### src/hdl/calendar_date_unit_assert.svh
// Assertion macros for the calendar date unit RTL.
// Depends on a clock named clk and an active-high reset named rst in the including module.
`ifndef CALENDAR_DATE_UNIT_ASSERT_SVH
`define CALENDAR_DATE_UNIT_ASSERT_SVH

`ifndef ASSERT_OFF
`define CDU_ASSERT(lbl, prop) \
  lbl: assert property (@(posedge clk) disable iff (rst) prop) \
    else $error("calendar_date_unit: assertion failed");
`define CDU_ASSERT_RST(lbl, prop) \
  lbl: assert property (@(posedge clk) prop) \
    else $error("calendar_date_unit: reset assertion failed");
`else
`define CDU_ASSERT(lbl, prop)
`define CDU_ASSERT_RST(lbl, prop)
`endif

`endif

### src/hdl/cdu_pkg.sv
// Shared constants, types and calendar tables for the calendar date unit.
// No dependencies; used by cdu_date_path and calendar_date_unit.
package cdu_pkg;

  localparam int MAX_YEAR      = 9999;
  localparam int YEAR_OFFSET   = 400;
  localparam int DAYS_PER_YEAR = 365;
  localparam int RECIP_25      = 5243;
  localparam int RECIP_SHIFT   = 17;
  localparam int Q25_W         = 10;
  localparam int DAY_NUM_W     = 22;

  localparam logic [1:0] ORD_EQUAL   = 2'b00;
  localparam logic [1:0] ORD_LATER   = 2'b01;
  localparam logic [1:0] ORD_EARLIER = 2'b11;

  typedef struct packed {
    logic ld1;
    logic ld2;
    logic ld3;
  } stage_en_t;

  typedef struct packed {
    logic                 valid;
    logic                 leap;
    logic [DAY_NUM_W-1:0] day_num;
    logic [4:0]           next_day;
    logic [3:0]           next_month;
    logic [13:0]          next_year;
  } date_res_t;

  function automatic logic [4:0] month_days(input logic [3:0] m, input logic leap);
    logic [4:0] n;
    n = 5'd0;
    unique case (m) inside
      4'd1, 4'd3, 4'd5, 4'd7, 4'd8, 4'd10, 4'd12: n = 5'd31;
      4'd4, 4'd6, 4'd9, 4'd11:                    n = 5'd30;
      4'd2:                                       n = leap ? 5'd29 : 5'd28;
      default:                                    n = 5'd0;
    endcase
    return n;
  endfunction

  // Days from 1 March to the first of the month, with January and February
  // counted at the end of the previous year.
  function automatic logic [8:0] month_offset(input logic [3:0] m);
    logic [8:0] n;
    n = 9'd0;
    unique case (m)
      4'd3:    n = 9'd0;
      4'd4:    n = 9'd31;
      4'd5:    n = 9'd61;
      4'd6:    n = 9'd92;
      4'd7:    n = 9'd122;
      4'd8:    n = 9'd153;
      4'd9:    n = 9'd184;
      4'd10:   n = 9'd214;
      4'd11:   n = 9'd245;
      4'd12:   n = 9'd275;
      4'd1:    n = 9'd306;
      4'd2:    n = 9'd337;
      default: n = 9'd0;
    endcase
    return n;
  endfunction

endpackage

### src/hdl/calendar_date_unit.sv
// Top level of the calendar date unit: stream ports, pipeline control and the final stage.
// Depends on cdu_pkg, cdu_date_path and calendar_date_unit_assert.svh.
//
// Each input transaction on the s_ channel carries two Gregorian dates; each
// produces exactly one output transaction on the m_ channel, in order. The
// result holds both validity flags, the order of the dates, the absolute
// distance in days, the leap flag of the first year and the date after the
// first date.
// The unit is a four-stage pipeline: year terms, leap test and century terms,
// day numbers with validity and successor, then the distance and output
// register. One transaction can be accepted in every cycle while the receiver
// takes results or the pipeline still has an empty stage.
// Each stage has its own valid bit and moves forward when the next stage is
// empty or moving, so a stalled receiver holds the output register while
// earlier stages keep filling; s_tready falls only when all four are full.
// Reset empties the pipeline; nothing is presented until new input arrives.
module calendar_date_unit (
  input  logic        clk,
  input  logic        rst,
  input  logic        s_tvalid,
  output logic        s_tready,
  // day_a[4:0], month_a[8:5], year_a[22:9], day_b[27:23], month_b[31:28],
  // year_b[45:32], zero padding [47:46]
  input  logic [47:0] s_tdata,
  output logic        m_tvalid,
  input  logic        m_tready,
  // valid_a[0], valid_b[1], order[3:2], days_between[25:4], leap_a[26],
  // next_day[31:27], next_month[35:32], next_year[49:36], zero padding [55:50]
  output logic [55:0] m_tdata
);

  `include "calendar_date_unit_assert.svh"

  logic [4:0]  day_a, day_b;
  logic [3:0]  month_a, month_b;
  logic [13:0] year_a, year_b;

  assign day_a   = s_tdata[4:0];
  assign month_a = s_tdata[8:5];
  assign year_a  = s_tdata[22:9];
  assign day_b   = s_tdata[27:23];
  assign month_b = s_tdata[31:28];
  assign year_b  = s_tdata[45:32];

  logic v1, v2, v3, v4;
  logic rdy1, rdy2, rdy3, rdy4;
  cdu_pkg::stage_en_t en;

  assign rdy4     = !v4 || m_tready;
  assign rdy3     = !v3 || rdy4;
  assign rdy2     = !v2 || rdy3;
  assign rdy1     = !v1 || rdy2;
  assign s_tready = rdy1;
  assign en.ld1   = rdy1;
  assign en.ld2   = rdy2;
  assign en.ld3   = rdy3;

  always_ff @(posedge clk) begin
    if (rst) begin
      v1 <= 1'b0;
      v2 <= 1'b0;
      v3 <= 1'b0;
      v4 <= 1'b0;
    end else begin
      if (rdy1) v1 <= s_tvalid;
      if (rdy2) v2 <= v1;
      if (rdy3) v3 <= v2;
      if (rdy4) v4 <= v3;
    end
  end

  cdu_pkg::date_res_t res_a, res_b;

  cdu_date_path u_path_a (
    .clk   (clk),
    .en    (en),
    .day   (day_a),
    .month (month_a),
    .year  (year_a),
    .res   (res_a)
  );

  cdu_date_path u_path_b (
    .clk   (clk),
    .en    (en),
    .day   (day_b),
    .month (month_b),
    .year  (year_b),
    .res   (res_b)
  );

  // The order compares the raw fields, year first, then month, then day.
  logic [22:0] key_a, key_b;
  logic [1:0]  ord_next;
  logic [1:0]  ord1, ord2, ord3, ord4;

  assign key_a    = {year_a, month_a, day_a};
  assign key_b    = {year_b, month_b, day_b};
  assign ord_next = (key_a > key_b) ? cdu_pkg::ORD_LATER :
                    (key_a < key_b) ? cdu_pkg::ORD_EARLIER : cdu_pkg::ORD_EQUAL;

  always_ff @(posedge clk) begin
    if (rdy1) ord1 <= ord_next;
    if (rdy2) ord2 <= ord1;
    if (rdy3) ord3 <= ord2;
  end

  logic [cdu_pkg::DAY_NUM_W-1:0] dist_next;
  logic [cdu_pkg::DAY_NUM_W-1:0] dist4;
  logic                          va4, vb4, leap4;
  logic [4:0]                    nd4;
  logic [3:0]                    nm4;
  logic [13:0]                   ny4;

  always_comb begin
    dist_next = '0;
    if (res_a.valid && res_b.valid) begin
      dist_next = (res_a.day_num >= res_b.day_num) ? res_a.day_num - res_b.day_num :
                                                    res_b.day_num - res_a.day_num;
    end
  end

  always_ff @(posedge clk) begin
    if (rdy4) begin
      ord4  <= ord3;
      dist4 <= dist_next;
      va4   <= res_a.valid;
      vb4   <= res_b.valid;
      leap4 <= res_a.leap;
      nd4   <= res_a.next_day;
      nm4   <= res_a.next_month;
      ny4   <= res_a.next_year;
    end
  end

  assign m_tvalid = v4;
  assign m_tdata  = {6'd0, ny4, nm4, nd4, leap4, dist4, ord4, vb4, va4};

  `CDU_ASSERT_RST(a_reset_empties, rst |=> !m_tvalid)
  `CDU_ASSERT(a_dist_needs_both_valid, (v4 && (dist4 != '0)) |-> (va4 && vb4))
  `CDU_ASSERT(a_equal_dates_no_dist, (v4 && (ord4 == cdu_pkg::ORD_EQUAL)) |-> (dist4 == '0))
  `CDU_ASSERT(a_next_zero_if_invalid, (v4 && !va4) |-> ((nd4 == 5'd0) && (nm4 == 4'd0)))
  `CDU_ASSERT(a_full_pipe_blocks_input, (v1 && v2 && v3 && v4 && !m_tready) |-> !s_tready)

endmodule

### src/hdl/cdu_date_path.sv
// Three-stage datapath for one date: leap test, day number, validity and successor date.
// Depends on cdu_pkg; stage loads come from the pipeline control in calendar_date_unit.
module cdu_date_path (
  input  logic               clk,
  input  cdu_pkg::stage_en_t en,
  input  logic [4:0]         day,
  input  logic [3:0]         month,
  input  logic [13:0]        year,
  output cdu_pkg::date_res_t res
);

  // Stage 1: March-based year and year divided by 25.
  logic                            early;
  logic [14:0]                     yy_next;
  logic [26:0]                     q_prod;
  logic [4:0]                      d1;
  logic [3:0]                      m1;
  logic [13:0]                     y1;
  logic [14:0]                     yy1;
  logic [cdu_pkg::Q25_W-1:0]       q1;

  assign early   = (month <= 4'd2);
  assign yy_next = 15'(year) + 15'(cdu_pkg::YEAR_OFFSET) - 15'(early);
  assign q_prod  = 27'(year) * 27'(cdu_pkg::RECIP_25);

  always_ff @(posedge clk) begin
    if (en.ld1) begin
      d1  <= day;
      m1  <= month;
      y1  <= year;
      yy1 <= yy_next;
      q1  <= q_prod[cdu_pkg::RECIP_SHIFT +: cdu_pkg::Q25_W];
    end
  end

  // Stage 2: leap flag and the century terms of the day number.
  logic [13:0] r25;
  logic        leap_next;
  logic [25:0] c100_prod;
  logic [25:0] c400_prod;
  logic [23:0] y365_next;
  logic [4:0]  d2;
  logic [3:0]  m2;
  logic [13:0] y2;
  logic        leap2;
  logic [23:0] y365_2;
  logic [12:0] q4_2;
  logic [8:0]  c100_2;
  logic [8:0]  c400_2;

  assign r25       = y1 - 14'(14'(q1) * 14'd25);
  assign leap_next = (y1[1:0] == 2'd0) && ((r25 != 14'd0) || (y1[3:0] == 4'd0));
  assign c100_prod = 26'(yy1[14:2]) * 26'(cdu_pkg::RECIP_25);
  assign c400_prod = 26'(yy1[14:4]) * 26'(cdu_pkg::RECIP_25);
  assign y365_next = 24'(yy1) * 24'(cdu_pkg::DAYS_PER_YEAR);

  always_ff @(posedge clk) begin
    if (en.ld2) begin
      d2     <= d1;
      m2     <= m1;
      y2     <= y1;
      leap2  <= leap_next;
      y365_2 <= y365_next;
      q4_2   <= yy1[14:2];
      c100_2 <= c100_prod[25:17];
      c400_2 <= c400_prod[25:17];
    end
  end

  // Stage 3: validity, day number and the following date.
  logic [4:0]  dim;
  logic        ok;
  logic [23:0] dn_sum;
  logic [5:0]  nd_inc;
  logic        day_wrap;
  logic [4:0]  nm_inc;
  logic        year_wrap;
  logic [4:0]  nd;
  logic [3:0]  nm;
  logic [13:0] ny;

  assign dim = cdu_pkg::month_days(m2, leap2);
  assign ok  = (int'(y2) <= cdu_pkg::MAX_YEAR) && (m2 >= 4'd1) && (m2 <= 4'd12) &&
               (d2 != 5'd0) && (d2 <= dim);
  assign dn_sum = y365_2 + 24'(q4_2) - 24'(c100_2) + 24'(c400_2) +
                  24'(cdu_pkg::month_offset(m2)) + 24'(d2);

  assign nd_inc    = 6'(d2) + 6'd1;
  assign day_wrap  = nd_inc > 6'(dim);
  assign nm_inc    = day_wrap ? 5'(m2) + 5'd1 : 5'(m2);
  assign year_wrap = nm_inc > 5'd12;
  assign nd        = day_wrap ? 5'd1 : nd_inc[4:0];
  assign nm        = year_wrap ? 4'd1 : nm_inc[3:0];
  assign ny        = year_wrap ? y2 + 14'd1 : y2;

  always_ff @(posedge clk) begin
    if (en.ld3) begin
      res.valid      <= ok;
      res.leap       <= leap2;
      res.day_num    <= dn_sum[cdu_pkg::DAY_NUM_W-1:0];
      res.next_day   <= ok ? nd : 5'd0;
      res.next_month <= ok ? nm : 4'd0;
      res.next_year  <= ok ? ny : 14'd0;
    end
  end

endmodule

### config.mk
export PLATFORM = sky130hd
export DESIGN_NAME = calendar_date_unit
export DESIGN_NICKNAME = d
export VERILOG_FILES = /design/src/hdl/cdu_pkg.sv /design/src/hdl/calendar_date_unit.sv /design/src/hdl/cdu_date_path.sv
export VERILOG_INCLUDE_DIRS = /design/src /design/src/hdl
export SDC_FILE = /design/constraint.sdc
export NUM_CORES = 2
export LEC_CHECK = 0
export BUFFER_PORTS_ARGS = -buffer_cell sky130_fd_sc_hd__buf_2
export CELL_PAD_IN_SITES_DETAIL_PLACEMENT = 1
export CELL_PAD_IN_SITES_GLOBAL_PLACEMENT = 1
export CORE_ASPECT_RATIO = 0.7
export CORE_MARGIN = 4
export CORE_UTILIZATION = 25
export CTS_CLUSTER_DIAMETER = 30
export CTS_CLUSTER_SIZE = 16
export DETAILED_ROUTE_END_ITERATION = 8
export PLACE_DENSITY_LB_ADDON = 0.15
export SETUP_SLACK_MARGIN = 0.05
export SLEW_MARGIN = 20
export SYNTH_ARGS = -nofsm -noshare
export SYNTH_HDL_FRONTEND = slang
export SYNTH_SLANG_ARGS = --single-unit
### constraint.sdc
create_clock -name clk -period 8.7 [get_ports clk]
set_input_delay 1.305 -clock clk [delete_from_list [all_inputs] [get_ports clk]]
set_output_delay 1.305 -clock clk [all_outputs]
set_load 0.03 [all_outputs]
; Yosys cells after proc, flatten, opt, wreduce, memory -nomap -nowiden
; Memory sizes are Yosys's and may differ from the RTL's. A register that Yosys moved wholly into a read port is not among the register bits.
; Cells that the tools add are included.
[word_totals]
out_inout_bits = 58
mem_bits_rw = 0
memories = 2
rom_bits = 288
inputBits = 52
latch_bits = 0
regBits = 376
wordCells = 171
[op_classes]
n_eq_ne = 24
n_shift = 0
n_mul = 10
bitwise = 1
muxes = 12
reduce_logical = 35
magnitude_cmp = 15
addsub = 21
n_div = 0
[memory_table]
columns = name, words, word_bits, read_ports, rd_ports_with_merged_regs, wr, line_no
row1 = (no name shown), 16, 9, 1, 1, 0, cdu_pkg.sv:49  ; unique case (m)
row2 = (no name shown), 16, 9, 1, 1, 0, cdu_pkg.sv:49
[ops]
columns = cell, count
row1 = multiplier 14 x 13 -> 27 bit (second input constant), 2
row2 = multiplier 13 x 13 -> 26 bit (second input constant), 2
row3 = multiplier 11 x 13 -> 24 bit (second input constant), 2
row4 = adder 22 x 13 -> 22 bit, 2
row5 = adder 22 x 5 -> 22 bit, 2
row6 = adder 22 x 7 -> 22 bit, 2
row7 = adder 22 x 9 -> 22 bit, 2
row8 = multiplier 15 x 9 -> 22 bit (second input constant), 2
row9 = subtractor 22 bit, 2
row10 = subtractor 22 x 9 -> 22 bit, 2
row11 = equality test 4 bit (second input constant), 10
row12 = equality test 4 x 3 -> 1 bit (second input constant), 8
row13 = adder 14 x 9 -> 15 bit (second input constant), 2
row14 = one-hot mux 5 bit (3 select lines), 2
row15 = subtractor 15 x 1 -> 15 bit, 2
row16 = less-or-equal comparator 14 bit (second input constant), 2
row17 = multiplier 10 x 5 -> 14 bit (second input constant), 2
row18 = nonzero test 14 bit, 2
row19 = subtractor 14 bit, 2
row20 = greater-than comparator 23 bit, 1
row21 = less-than comparator 23 bit, 1
row22 = >= comparator 22 bit, 1
row23 = two-way mux 22 bit, 1
row24 = equality test 4 x 2 -> 1 bit (second input constant), 4
row25 = other kinds (25), 58

; Logic depth before layout (Yosys ltp)
[depth]
depth_word = 7
ltp_mapped = 21
ltp_nobuf = 21

; Modules after synthesis
; From an unflattened synthesis, not the netlist that was laid out.
[hier_totals]
hier_cells = 4381
hier_area_um2 = 47056.4
[modules_own_cells]
columns = mod, area_per_inst_um2, seq_area_each_um2, cells_per_inst, instances
row1 = cdu_date_path (u_path_a), 21018.9, 5285.1, 1931, 1
row2 = cdu_date_path (u_path_b), 20995.1, 5285.1, 1928, 1
row3 = calendar_date_unit, 5042.3, 1761.7, 522, 1

; Worst setup path before layout
; No wires, ideal clock.
[synth_timing]
path_kind = input port to flip-flop
start = in s_tdata[42]
end = reg u_path_b.q1[9] (netlist name) (data pin)
t_arrival_ns = 5.494
setup_time_ns = 0.260
path_slack_ns = 2.947
required_time_ns = 8.440
n_path_buf = 0
cell_stages = 16
path_cell_list = ha_1 -> fa_1 -> fa_1 -> fa_1 -> inv_1 -> fa_1 -> inv_1 -> ha_1 -> or4_1 -> a311oi_1 -> nor3_1 -> o311ai_1 -> o21ai_0 -> o21a_1 -> nor2_1 -> xnor2_1
[synth_between]
elab_chain_cells = 1
[synth_lines]
columns = item, line_no
row1 = "start, declared", calendar_date_unit.sv:24  ; input logic [47:0] s_tdata,
row2 = multiplier 14 x 13 -> 27 bit, cdu_date_path.sv:24  ; assign q_prod = 27'(year) * 27'(cdu_pkg::RECIP_25);
row3 = named net u_path_b.q_prod[26], cdu_date_path.sv:15  ; logic [26:0] q_prod;
row4 = "end signal, assigned", cdu_date_path.sv:32  ; q1 <= q_prod[cdu_pkg::RECIP_SHIFT +: cdu_pkg::Q25_W];
row5 = "end, declared", cdu_date_path.sv:20  ; logic [cdu_pkg::Q25_W-1:0] q1;
; The timed path passes the listed nets, and every way through them passes these cells.
; A chain may end at the register's enable or synchronous reset.

; Worst setup path in the final report
[layout_timing]
start = reg u_path_b.yy1[9]
end = reg u_path_b.c400_2[6] (data pin)
[layout_between]
elab_chain_cells = 1
[layout_lines]
columns = item, line_no
row1 = "start, declared", cdu_date_path.sv:19  ; logic [14:0] yy1;
row2 = "start signal, assigned", cdu_date_path.sv:31  ; yy1 <= yy_next;
row3 = multiplier 11 x 13 -> 24 bit, cdu_date_path.sv:54  ; assign c400_prod = 26'(yy1[14:4]) * 26'(cdu_pkg::RECIP_25);
row4 = named net u_path_b.c400_prod[23], cdu_date_path.sv:40  ; logic [25:0] c400_prod;
row5 = "end signal, assigned", cdu_date_path.sv:66  ; c400_2 <= c400_prod[25:17];
row6 = "end, declared", cdu_date_path.sv:49  ; logic [8:0] c400_2;
; The timed path passes the listed nets, and every way through them passes these cells.

==> summary.md <==
| Metric | Value |
|---|---|
| GPL Wtd Cong | `0.7925` |
| Initial DRC Count | `1,212` |
| DP Worst Slack | `1666 ps` |
| Worst skew pair latency | `700 ps` |
| Vias per cell | `4.285` |
| Share of layout cells above drive strength 1 | `7.348%` |
| Crit path DAT | `6920 ps` |
| Yosys cell types | `81` |
| HP Class | `flip-flop to flip-flop` |
| Post-Route Skew | `59.46 ps` |
| Vias | `29,170` |
| Synth top area cells | `edfxtp_1, ha_1, fa_1` |
| GRT overflow | `0` |
| Mapped Area | `0.04486 mm²` |
| Worst hold path depth | `0` |
| Worst reg2reg startpoint | `u_path_b.yy1[9]$_DFFE_PP_` |
| Antenna-violating nets left | `0` |
| Slowest stage delay, CP | `810 ps` |
| Required time worst endpoint | `9110 ps` |
| Initial DRT Pass Iterations | `5` |
| Die height | `362.4 µm` |
| Seq cells post-synth | `390` |
| Drt wl/cell | `18.47 µm` |
| Inserted Clock Buffers | `99` |
| CTS Hold Bufs | `0` |
| Most used cell, CP | `fa_1` |
| Clk sinks | `390` |
| Max-cap viol count | `0` |
| Outcome | `complete, no violations` |
| Cells after Synth | `4,174` |
| Initial antenna violation count | `5` |
| First-pass GRT wire length | `194,600 µm` |
| Sequential area share after synthesis | `25.61%` |
| Post-layout min period | `6515 ps` |
| Top cell type's share of synthesized area | `24.63%` |
| Die Area | `0.1864 mm²` |
| Worst-Margin Slew | `964.3 ps` |
| Setup violators final | `0` |
| DRC | `0` |
| Final hold violations | `0` |
| Most common cell in the synthesized netlist | `inv_1` |
| Setup slack after layout | `2185 ps` |
| Dominant cell type by area after synthesis | `edfxtp_1` |
| Die Span X | `514.3 µm` |
| CORE AREA | `0.1775 mm²` |
| Reg clk slew, reported paths | `50 ps` |
| Avg Cell Area, Syn | `10.75 µm²` |
| Hold path start | `u_path_a.res[5]$_SDFFCE_PN0P_` |
| Setup Fix Bufs, Post-CTS | `0` |
| Post-DP HPWL | `106,500 µm` |
| Largest net degree at the start of global routing | `70` |
| Ports | `110` |
| Final worst path period share | `74.88%` |
| Area growth syn-to-layout | `15.87%` |
| Setup crit start kind | `flip-flop` |
| Vias in the first global route | `31,325` |
| EDFF count, synth | `368` |
| GRT Util Overall | `13.71%` |
| Critical-path maximum fanout | `7` |
| Post-CTS Resized | `0` |
| Sum Neg Setup Slack | `0 ps` |
| Clk root buf | `clkbuf_16` |
| Worst flop-to-flop path endpoint | `u_path_b.c400_2[6]$_DFFE_PN_` |
| RSZ-0062 raised after global routing | `no` |
| Nets | `5,794` |
| Crit path cell chain | `inv_1, fa_1, fa_1, fa_1, inv_1, fa_1, fa_1, ha_1, and4_1, a31oi_1, o21ai_0, a2111oi_0, nor2_1, a31oi_1, xnor2_1` |
| Initial Util | `25.27%` |
| CTS tree | `yes` |
| Worst setup EP type | `flip-flop` |
| H-tree depth | `3` |
| Final Max Tran Viols | `0` |
| Flop2flop setup slack | `2190 ps` |
| Slowest CP cell | `edfxtp_1` |
| Worst reg2reg path depth | `15` |
| Crit path kind | `flip-flop to flip-flop` |
| Synth top cells by count | `inv_1, ha_1, fa_1` |
| Rows | `129` |
| Clock Tree Buf Depth | `3` |
| Synth Flop Type | `edfxtp_1` |
| Worst Hold End | `ny4[5]$_DFFE_PP_` |
| Fmax | `153.5 MHz` |
| Antenna diodes | `0` |
| Port bufs | `101` |
| Synth warn | `0` |
| Async S/R FF share, synth | `0%` |
| Post-Route WL | `125,700 µm` |
| Rel. slew slack | `35.71%` |
-- cell families (layout without fill, tap and decap cells) --
logic type / after synthesis / in the layout / synth area share (%)
AOI/OAI and AO/OA: 578 / 578 / 8.487
other: 1 / 6 / 0.008359
DFF: 390 / 390 / 25.61
buffers and inverters: 1111 / 1382 / 9.443
xor gates and xnor gates: 181 / 181 / 3.534
muxes: 30 / 30 / 0.6861
adders and majority gates: 1374 / 1374 / 46.74
and+or+nand+nor: 509 / 509 / 5.491
-- how the worst max path moves through the flow --
stage	slack [ps]	startpoint	end	cells after the start
after floorplan	2950	s_tdata[42]	u_path_b.q1[9]$_DFFE_PP_	16
after global placement	1710	s_tdata[14]	u_path_a.q1[9]$_DFFE_PP_	20
after detailed placement	1670	s_tdata[14]	u_path_a.q1[9]$_DFFE_PP_	20
after CTS	2060	u_path_a.yy1[4]$_DFFE_PP_	u_path_a.c100_2[8]$_DFFE_PN_	19
after global routing	1810	u_path_b.yy1[10]$_DFFE_PP_	u_path_b.c400_2[5]$_DFFE_PN_	15
final	2190	u_path_b.yy1[9]$_DFFE_PP_	u_path_b.c400_2[6]$_DFFE_PN_	15
-- per-stage QoR --
stage / instances / util [%] / hold WS (ps) / cell area (µm²)
2_1_floorplan: 4179 / - / 400.3 / 44880
3_3_place_gp: 6625 / 27.22 / 401.5 / 48330
3_5_place_dp: 6625 / 27.22 / 405.6 / 48330
4_1_cts: 6808 / 29.28 / 418.1 / 51980
5_1_grt: 6808 / 29.28 / 423.5 / 51980
6_report: 6808 / 29.28 / 415.9 / 51980
-- metal layers --
layer	global-route usage (%)	vias to the layer above	wire length [µm]
met5	0	-	0
li1	-	14193	-
met4	2.503	0	1908
met3	2.189	107	4208
met1	22.37	14535	71420
met2	18.61	335	48200
-- critical path: cells and delay by family, from the launching register on --
kind	cells	cell delay, ps
xor+xnor	1	100
buf+inv	2	410
flops	1	810
compound gates	4	1320
simple gates	2	460
fa+ha+maj	6	3130
-- layout make-up --
cell class | count | area, µm²
Inverter | 1075 | 4041
Tap cell | 2358 | 2950
Fill cell | 19933 | 125600
Sequential cell | 390 | 11490
Timing Repair Buffer | 124 | 678.2
Clock inverter | 77 | 1150
Multi-Input combinational cell | 2678 | 29170
Clock buffer | 106 | 2504
-- layout by cell type (no fill, tap or decap), types with 11 or more instances in the layout --
master and count:
a211oi_1 29, a21o_1 81, a21oi_1 161, a31oi_1 14
and2_1 11, and3_1 27, buf_2 101, buf_4 23
bufinv_16 23, clkbuf_16 99, clkinv_1 11, clkinv_2 22
dfxtp_1 22, edfxtp_1 368, fa_1 503, ha_1 871
inv_1 1073, mux2i_1 24, nand2_1 106, nand2b_1 20
nand3_1 46, nand4_1 16, nor2_1 157, nor2b_1 31
nor3_1 36, nor4_1 11, o211ai_1 19, o21a_1 26
o21ai_0 119, o21bai_1 17, or4_1 12, xnor2_1 123
xor2_1 58
-- registers in the layout (all words and copies together) (netlist names), 9 cells and up, named ones only --
| signal | count |
|---|---|
| u_path_b.y365_2 | 22 |
| u_path_a.yy1 | 15 |
| u_path_a.y1 | 14 |
| ny4 | 14 |
| u_path_a.res | 47 |
| u_path_b.yy1 | 15 |
| u_path_b.q1 | 10 |
| u_path_b.q4_2 | 13 |
| u_path_a.y365_2 | 22 |
| dist4 | 22 |
| u_path_a.q4_2 | 13 |
| u_path_b.y2 | 10 |
| u_path_a.q1 | 10 |
| u_path_b.c100_2 | 9 |
| u_path_b.y1 | 14 |
| u_path_a.y2 | 14 |
| u_path_a.c100_2 | 9 |
| u_path_b.res | 23 |
Power is left out: the tool's default activity adds up to more than one toggle a clock period on the data nets, which glitch-free logic cannot reach.
